==> src/hdl/sdd_pkg.sv <==
// Shared constants and types of the stream duplicate detector.
// No dependencies.
`timescale 1ns / 1ps

package sdd_pkg;

    localparam int VALUE_W             = 32;
    localparam int TABLE_DEPTH_DEFAULT = 64;

    typedef enum logic [1:0]
    {
        ST_IDLE,
        ST_SCAN,
        ST_DONE
    } state_t;

endpackage

==> src/hdl/sdd_ram.sv <==
// Generic single-port-write, single-port-read RAM with registered read.
// No dependencies.
`timescale 1ns / 1ps

module sdd_ram #(
    parameter int WIDTH = 32,
    parameter int DEPTH = 64
) (
    input  logic                     clk,
    input  logic                     we,
    input  logic [$clog2(DEPTH)-1:0] waddr,
    input  logic [WIDTH-1:0]         wdata,
    input  logic [$clog2(DEPTH)-1:0] raddr,
    output logic [WIDTH-1:0]         rdata
);

    logic [WIDTH-1:0] mem [DEPTH];
    logic [WIDTH-1:0] rdata_reg;

    always_ff @(posedge clk)
    begin
        if (we)
        begin
            mem[waddr] <= wdata;
        end
        rdata_reg <= mem[raddr];
    end

    assign rdata = rdata_reg;

endmodule

==> src/hdl/stream_duplicate_detector_core.sv <==
// Top level of the stream duplicate detector: seen-value table scan and result register.
// Depends on sdd_pkg and sdd_ram.
`timescale 1ns / 1ps

// Usage
// - Input channel in_valid/in_ready carries one request: value and last_of_list.
// - Output channel out_valid/out_ready carries one result per request: element,
//   is_repeat, table_overflow and end_marker (copy of last_of_list).
// - The seen table lives in one RAM, read one entry per cycle. A request is
//   taken, then the stored entries below the fill count are scanned in order;
//   a match ends the scan early.
// - A new request is taken only after the result of the previous one has
//   entered the output register. The scan grows with count, the number of
//   distinct values stored so far in the current list (up to TABLE_DEPTH).
// - New values are written at the fill count; when the table is full a new
//   value is flagged table_overflow and not stored. The fill count returns to
//   zero after the last request of a list. Stored words are never cleared.
// - Reset empties the table at once (fill count to zero) and drops any result.
// - The result sits in an output register. A stalled receiver holds it there;
//   the next request is still taken and scanned, and waits for the register
//   only when its own result is ready.

module stream_duplicate_detector_core #(
    parameter int TABLE_DEPTH = sdd_pkg::TABLE_DEPTH_DEFAULT
) (
    input  logic                              clk,
    input  logic                              rst_n,

    input  logic                              in_valid,
    output logic                              in_ready,
    input  logic signed [sdd_pkg::VALUE_W-1:0] value,
    input  logic                              last_of_list,

    output logic                              out_valid,
    input  logic                              out_ready,
    output logic signed [sdd_pkg::VALUE_W-1:0] element,
    output logic                              is_repeat,
    output logic                              table_overflow,
    output logic                              end_marker
);

    import sdd_pkg::*;

    localparam int ADDR_W = $clog2(TABLE_DEPTH);
    localparam int CNT_W  = $clog2(TABLE_DEPTH + 1);
    localparam logic [CNT_W-1:0] FULL_CNT = CNT_W'(TABLE_DEPTH);

    state_t state_reg, state_next;

    logic [CNT_W-1:0]   count_reg, count_next;
    logic [CNT_W-1:0]   idx_reg, idx_next;
    logic               cmp_valid_reg, cmp_valid_next;
    logic               hit_reg, hit_next;
    logic [VALUE_W-1:0] value_reg, value_next;
    logic               last_reg, last_next;

    logic               out_valid_reg, out_valid_next;
    logic [VALUE_W-1:0] element_reg, element_next;
    logic               repeat_reg, repeat_next;
    logic               ovf_reg, ovf_next;
    logic               end_reg, end_next;

    logic               mem_we;
    logic [VALUE_W-1:0] mem_rdata;

    logic               match;
    logic               scan_end;
    logic               full;
    logic               out_free;

    // Seen table: written at the fill count, read at the scan index.
    sdd_ram #(
        .WIDTH (VALUE_W),
        .DEPTH (TABLE_DEPTH)
    ) u_seen_ram (
        .clk   (clk),
        .we    (mem_we),
        .waddr (count_reg[ADDR_W-1:0]),
        .wdata (value_reg),
        .raddr (idx_reg[ADDR_W-1:0]),
        .rdata (mem_rdata)
    );

    assign match    = cmp_valid_reg && (mem_rdata == value_reg);
    assign scan_end = match || (idx_reg >= count_reg);
    assign full     = (count_reg == FULL_CNT);
    assign out_free = !out_valid_reg || out_ready;

    // Next state
    always_comb
    begin
        state_next = state_reg;
        case (state_reg)
            ST_IDLE:
            begin
                if (in_valid)
                begin
                    state_next = ST_SCAN;
                end
            end
            ST_SCAN:
            begin
                if (scan_end)
                begin
                    state_next = ST_DONE;
                end
            end
            ST_DONE:
            begin
                if (out_free)
                begin
                    state_next = ST_IDLE;
                end
            end
            default:
            begin
                state_next = ST_IDLE;
            end
        endcase
    end

    // Datapath and outputs
    always_comb
    begin
        count_next     = count_reg;
        idx_next       = idx_reg;
        cmp_valid_next = 1'b0;
        hit_next       = hit_reg;
        value_next     = value_reg;
        last_next      = last_reg;
        element_next   = element_reg;
        repeat_next    = repeat_reg;
        ovf_next       = ovf_reg;
        end_next       = end_reg;
        mem_we         = 1'b0;
        out_valid_next = out_valid_reg && !out_ready;

        case (state_reg)
            ST_IDLE:
            begin
                if (in_valid)
                begin
                    value_next = value;
                    last_next  = last_of_list;
                    idx_next   = '0;
                    hit_next   = 1'b0;
                end
            end
            ST_SCAN:
            begin
                // One read issued per cycle; data compared the cycle after.
                if (match)
                begin
                    hit_next = 1'b1;
                end
                else if (idx_reg < count_reg)
                begin
                    idx_next       = idx_reg + CNT_W'(1);
                    cmp_valid_next = 1'b1;
                end
            end
            ST_DONE:
            begin
                if (out_free)
                begin
                    out_valid_next = 1'b1;
                    element_next   = value_reg;
                    repeat_next    = hit_reg;
                    ovf_next       = !hit_reg && full;
                    end_next       = last_reg;
                    mem_we         = !hit_reg && !full;
                    if (last_reg)
                    begin
                        count_next = '0;
                    end
                    else if (!hit_reg && !full)
                    begin
                        count_next = count_reg + CNT_W'(1);
                    end
                end
            end
            default:
            begin
            end
        endcase
    end

    always_ff @(posedge clk or negedge rst_n)
    begin
        if (!rst_n)
        begin
            state_reg     <= ST_IDLE;
            count_reg     <= '0;
            cmp_valid_reg <= 1'b0;
            out_valid_reg <= 1'b0;
        end
        else
        begin
            state_reg     <= state_next;
            count_reg     <= count_next;
            cmp_valid_reg <= cmp_valid_next;
            out_valid_reg <= out_valid_next;
        end
    end

    always_ff @(posedge clk)
    begin
        idx_reg     <= idx_next;
        hit_reg     <= hit_next;
        value_reg   <= value_next;
        last_reg    <= last_next;
        element_reg <= element_next;
        repeat_reg  <= repeat_next;
        ovf_reg     <= ovf_next;
        end_reg     <= end_next;
    end

    assign in_ready       = (state_reg == ST_IDLE);
    assign out_valid      = out_valid_reg;
    assign element        = signed'(element_reg);
    assign is_repeat      = repeat_reg;
    assign table_overflow = ovf_reg;
    assign end_marker     = end_reg;

endmodule

==> config.mk <==
export PLATFORM = sky130hd
export DESIGN_NAME = stream_duplicate_detector_core
export DESIGN_NICKNAME = d
export VERILOG_FILES = /design/src/hdl/sdd_pkg.sv /design/src/hdl/sdd_ram.sv /design/src/hdl/stream_duplicate_detector_core.sv
export SDC_FILE = /design/constraint.sdc
export NUM_CORES = 2
export LEC_CHECK = 0
export ABC_CLOCK_PERIOD_IN_PS = 4120
export BUFFER_PORTS_ARGS = -buffer_cell sky130_fd_sc_hd__buf_2
export CAP_MARGIN = 20
export CORE_AREA = 2 2 527 529
export DETAILED_ROUTE_END_ITERATION = 7
export DIE_AREA = 0 0 529 531
export HOLD_SLACK_MARGIN = 0.02
export PLACE_DENSITY = 0.49
export REMOVE_ABC_BUFFERS = 1
export SKIP_LAST_GASP = 1
export SYNTH_ARGS = -nofsm -noshare
export SYNTH_HDL_FRONTEND = slang
export SYNTH_HIERARCHICAL = 1
export SYNTH_SLANG_ARGS = --single-unit
==> constraint.sdc <==
create_clock -name clk -period 4.12 [get_ports clk]
set_input_delay 0.206 -clock clk [delete_from_list [all_inputs] [get_ports clk]]
set_output_delay 0.206 -clock clk [all_outputs]
set_load 0.01 [all_outputs]
==> flow_metrics.py <==
metrics = {
    "status": {
        "status": "finished, final reports clean",
    },
    "cells_and_area": {
        "area_growth_pct": 16.31,
        "drive_gt1_share_pct": 28.89,
        "nets": 3975,
        "top_register": "u_seen_ram/mem",
        "fillCellCount": 25556,
        "fin_util_pct": 34.68,
        "largest_reg_flops": 2048,
        "final_area_um2": 95470,
    },
    "die": {
        "std_cell_rows": 193,
        "pin_count": 74,
        "dieWidth_um": 529,
        "coreArea_um2": 275300,
        "initial_core_util_pct": 29.82,
        "die_area_um2": 280900,
        "die_height_um": 531,
    },
    "critical_path": {
        "criticalPathCategory": "flop to flop",
        "end_kind": "flop",
        "startpoint_type": "flop",
        "crit_path_max_fanout": 22,
        "crit_required_ps": 4610,
        "arrival_ps": 4040,
    },
    "clocking": {
        "postCtsHoldBufs": 37,
        "post_cts_resized": 0,
        "worstSkewPairLatency_ps": 820,
        "h-tree-depth": 4,
        "cts_made_buffers": 209,
        "cts_tree": "built",
        "clkSinkCount": 2167,
        "root_buffer": "clkbuf_16",
        "ctsLongestPathBuffers": 3,
        "cts_setup_buffers": 0,
        "cts.clk_slew.worst_paths_ps": 60,
    },
    "synth": {
        "synthFlopType": "edfxtp_1",
        "synth_edf_count": 2124,
        "synth.area.top_cells": "edfxtp_1, mux4_2, mux2i_1",
        "netlist_area_um2": 82080,
        "yosys_register_bits": 2167,
        "seq_area_frac_synth_pct": 78.82,
        "synthAdderAreaFrac_pct": 0.1524,
        "synth_cell_type_count": 55,
        "synth_top_family_by_area": "multiplexers",
        "synth_top_area_share_pct": 77.70,
        "synth_cells": 3555,
        "yosys_warnings": 6,
        "synthArstFlopShare_pct": 0.5076,
        "yosys.area.top_type": "edfxtp_1",
        "synthSimpleGateAreaFrac_pct": 1.594,
        "synthMuxAreaShare_pct": 16.06,
        "synth_xor_area_share_pct": 0.4161,
        "avgSynthCellArea_um2": 23.09,
        "synth_compound_area_share_pct": 1.817,
    },
    "power": {
        "power.density_nw_per_um2": 437.8,
        "p_leak_nw": 29.41,
        "vdd.ir_drop.worst_v": 0.0004152,
    },
    "sta": {
        "slew_viol_final": 0,
        "final.min_clock_period_ps": 3547,
        "rsz0062_at_grt": "false",
        "finalHoldViolCount": 0,
        "min_period_over_period_pct": 86.09,
        "worstMarginPinSlew_ps": 1424,
        "slew_headroom_pct": 5.049,
        "fmax_ghz": 0.2819,
        "fin_skew_ps": 24.72,
        "setup_viol": 0,
    },
    "placed_design": {
        "hpwl_mm": 123.7,
        "dpl_cell_area_um2": 88840,
        "port_buffers": 73,
        "gp_congestion": 0.7893,
    },
    "global_routing": {
        "overflow": 0,
        "antenna_found_initial": 16,
        "grt_pass1_wl_mm": 314.9,
        "grt_max_degree": 131,
        "grt_usage_pct": 15.96,
        "grt_pass1_vias": 39798,
    },
    "route": {
        "via_per_inst": 5.054,
        "vias": 38967,
        "drc": 0,
        "wl_per_cell_um": 29.31,
        "drtIter0Drc": 4054,
        "drt_pre_antenna_iters": 7,
        "routed_wl_mm": 226.0,
        "postRouteAntennaNets": 0,
    },
    "flow_run": {
        "drv_cap": 0,
    },
    "worst_hold_path": {
        "hp-class": "primary input to flop",
    },
}
## where the power goes
part           internal (mW)         switching (mW)  leakage [nW]
Combinational         0.0347                 0.0144          6.89
Sequential              23.8  0.0000000000000000190          19.5
Clock                   9.90                   8.03          3.03
Total                   33.8                   8.05          29.4
## stage by stage
stage	cells	TNS [ps]	power [mW]	setup slack [ps]	hold WS, ps
2_1_floorplan	3371	-1095510	24.29	-18790	-89.59
3_3_place_gp	7286	0	24.31	662.1	132.2
3_5_place_dp	7286	0	24.31	655.9	133.4
4_1_cts	7704	0	42.23	612.3	21.42
5_1_grt	7706	0	43.07	425.1	45.33
6_report	7710	0	41.80	573.0	92.69
## cells in the mapped netlist, types with 5 or more instances
library cell,n
o221ai_1,27
buf_4,26
buf_1,21
a22oi_1,12
a21oi_1,70
edfxtp_1,2124
nor2b_1,15
nand2b_1,12
nand3b_1,6
xor2_1,10
mux4_2,544
nor2_1,154
or3_1,5
nor3_1,10
nand3_1,10
mux2i_1,93
buf_6,5
xnor2_1,29
o22ai_1,86
buf_2,57
a311oi_1,8
dfrtp_1,11
ha_1,10
nand4_1,10
clkbuf_1,75
and3_1,5
inv_1,10
dfxtp_1,32
nand2_1,33
## critical path, cell delays in order (launching register included)
cell and delay, ps:
dfrtp_1 640, nor2_2 130, a41oi_4 330, and2_2 290, nor2b_1 290, nand2_1 550, nor2_4 670, buf_12 300
## layout by cell type (no fill, tap or decap), types with 70 or more instances in the layout
cell type / n
clkbuf_16: 215
clkbuf_1: 73
buf_2: 73
a21oi_1: 70
mux4_2: 544
nor2_1: 91
mux2i_1: 93
o22ai_1: 86
buf_4: 193
edfxtp_1: 2124
## worst paths after layout
check                                         end  depth (start not counted)    startpoint  slack [ps]
min in group asynchronous               out_valid                          3         rst_n         570
max in group asynchronous            count_reg[1]                          3         rst_n        3100
hold / removal                      value_reg[24]                          2     value[24]          90
setup / recovery           u_seen_ram/mem[12][16]                          7  count_reg[2]         570
setup reg to reg           u_seen_ram/mem[12][16]                          7  count_reg[2]         570
hold reg to reg                         is_repeat                          0       hit_reg         580
## cells by family after synthesis
kind of cell    after synthesis
buf+inv                     194
compound gates              225
fa+ha+maj                    10
xor+xnor                     39
flops                      2167
mux                         637
simple gates                283
## layout make-up
cell class | instances | area [um^2] | area share [%]
sequential | 2167 | 64700 | 67.77
clock inverter | 89 | 528.0 | 0.5531
multi-input combinational | 1194 | 16940 | 17.74
antenna | 5 | 12.51 | 0.01311
tap | 3607 | 4513 | 4.727
clock buffer | 292 | 5709 | 5.980
inverter | 10 | 37.54 | 0.03932
timing repair buffer | 346 | 3033 | 3.177
## routing by layer
layer / GRT usage (%) / wire length, um
met5: 0 / 0
met4: 3.773 / 5093
met3: 2.826 / 13940
met2: 25.65 / 107500
met1: 22.50 / 99450
No activity file was read; power rests on OpenSTA's default activity.
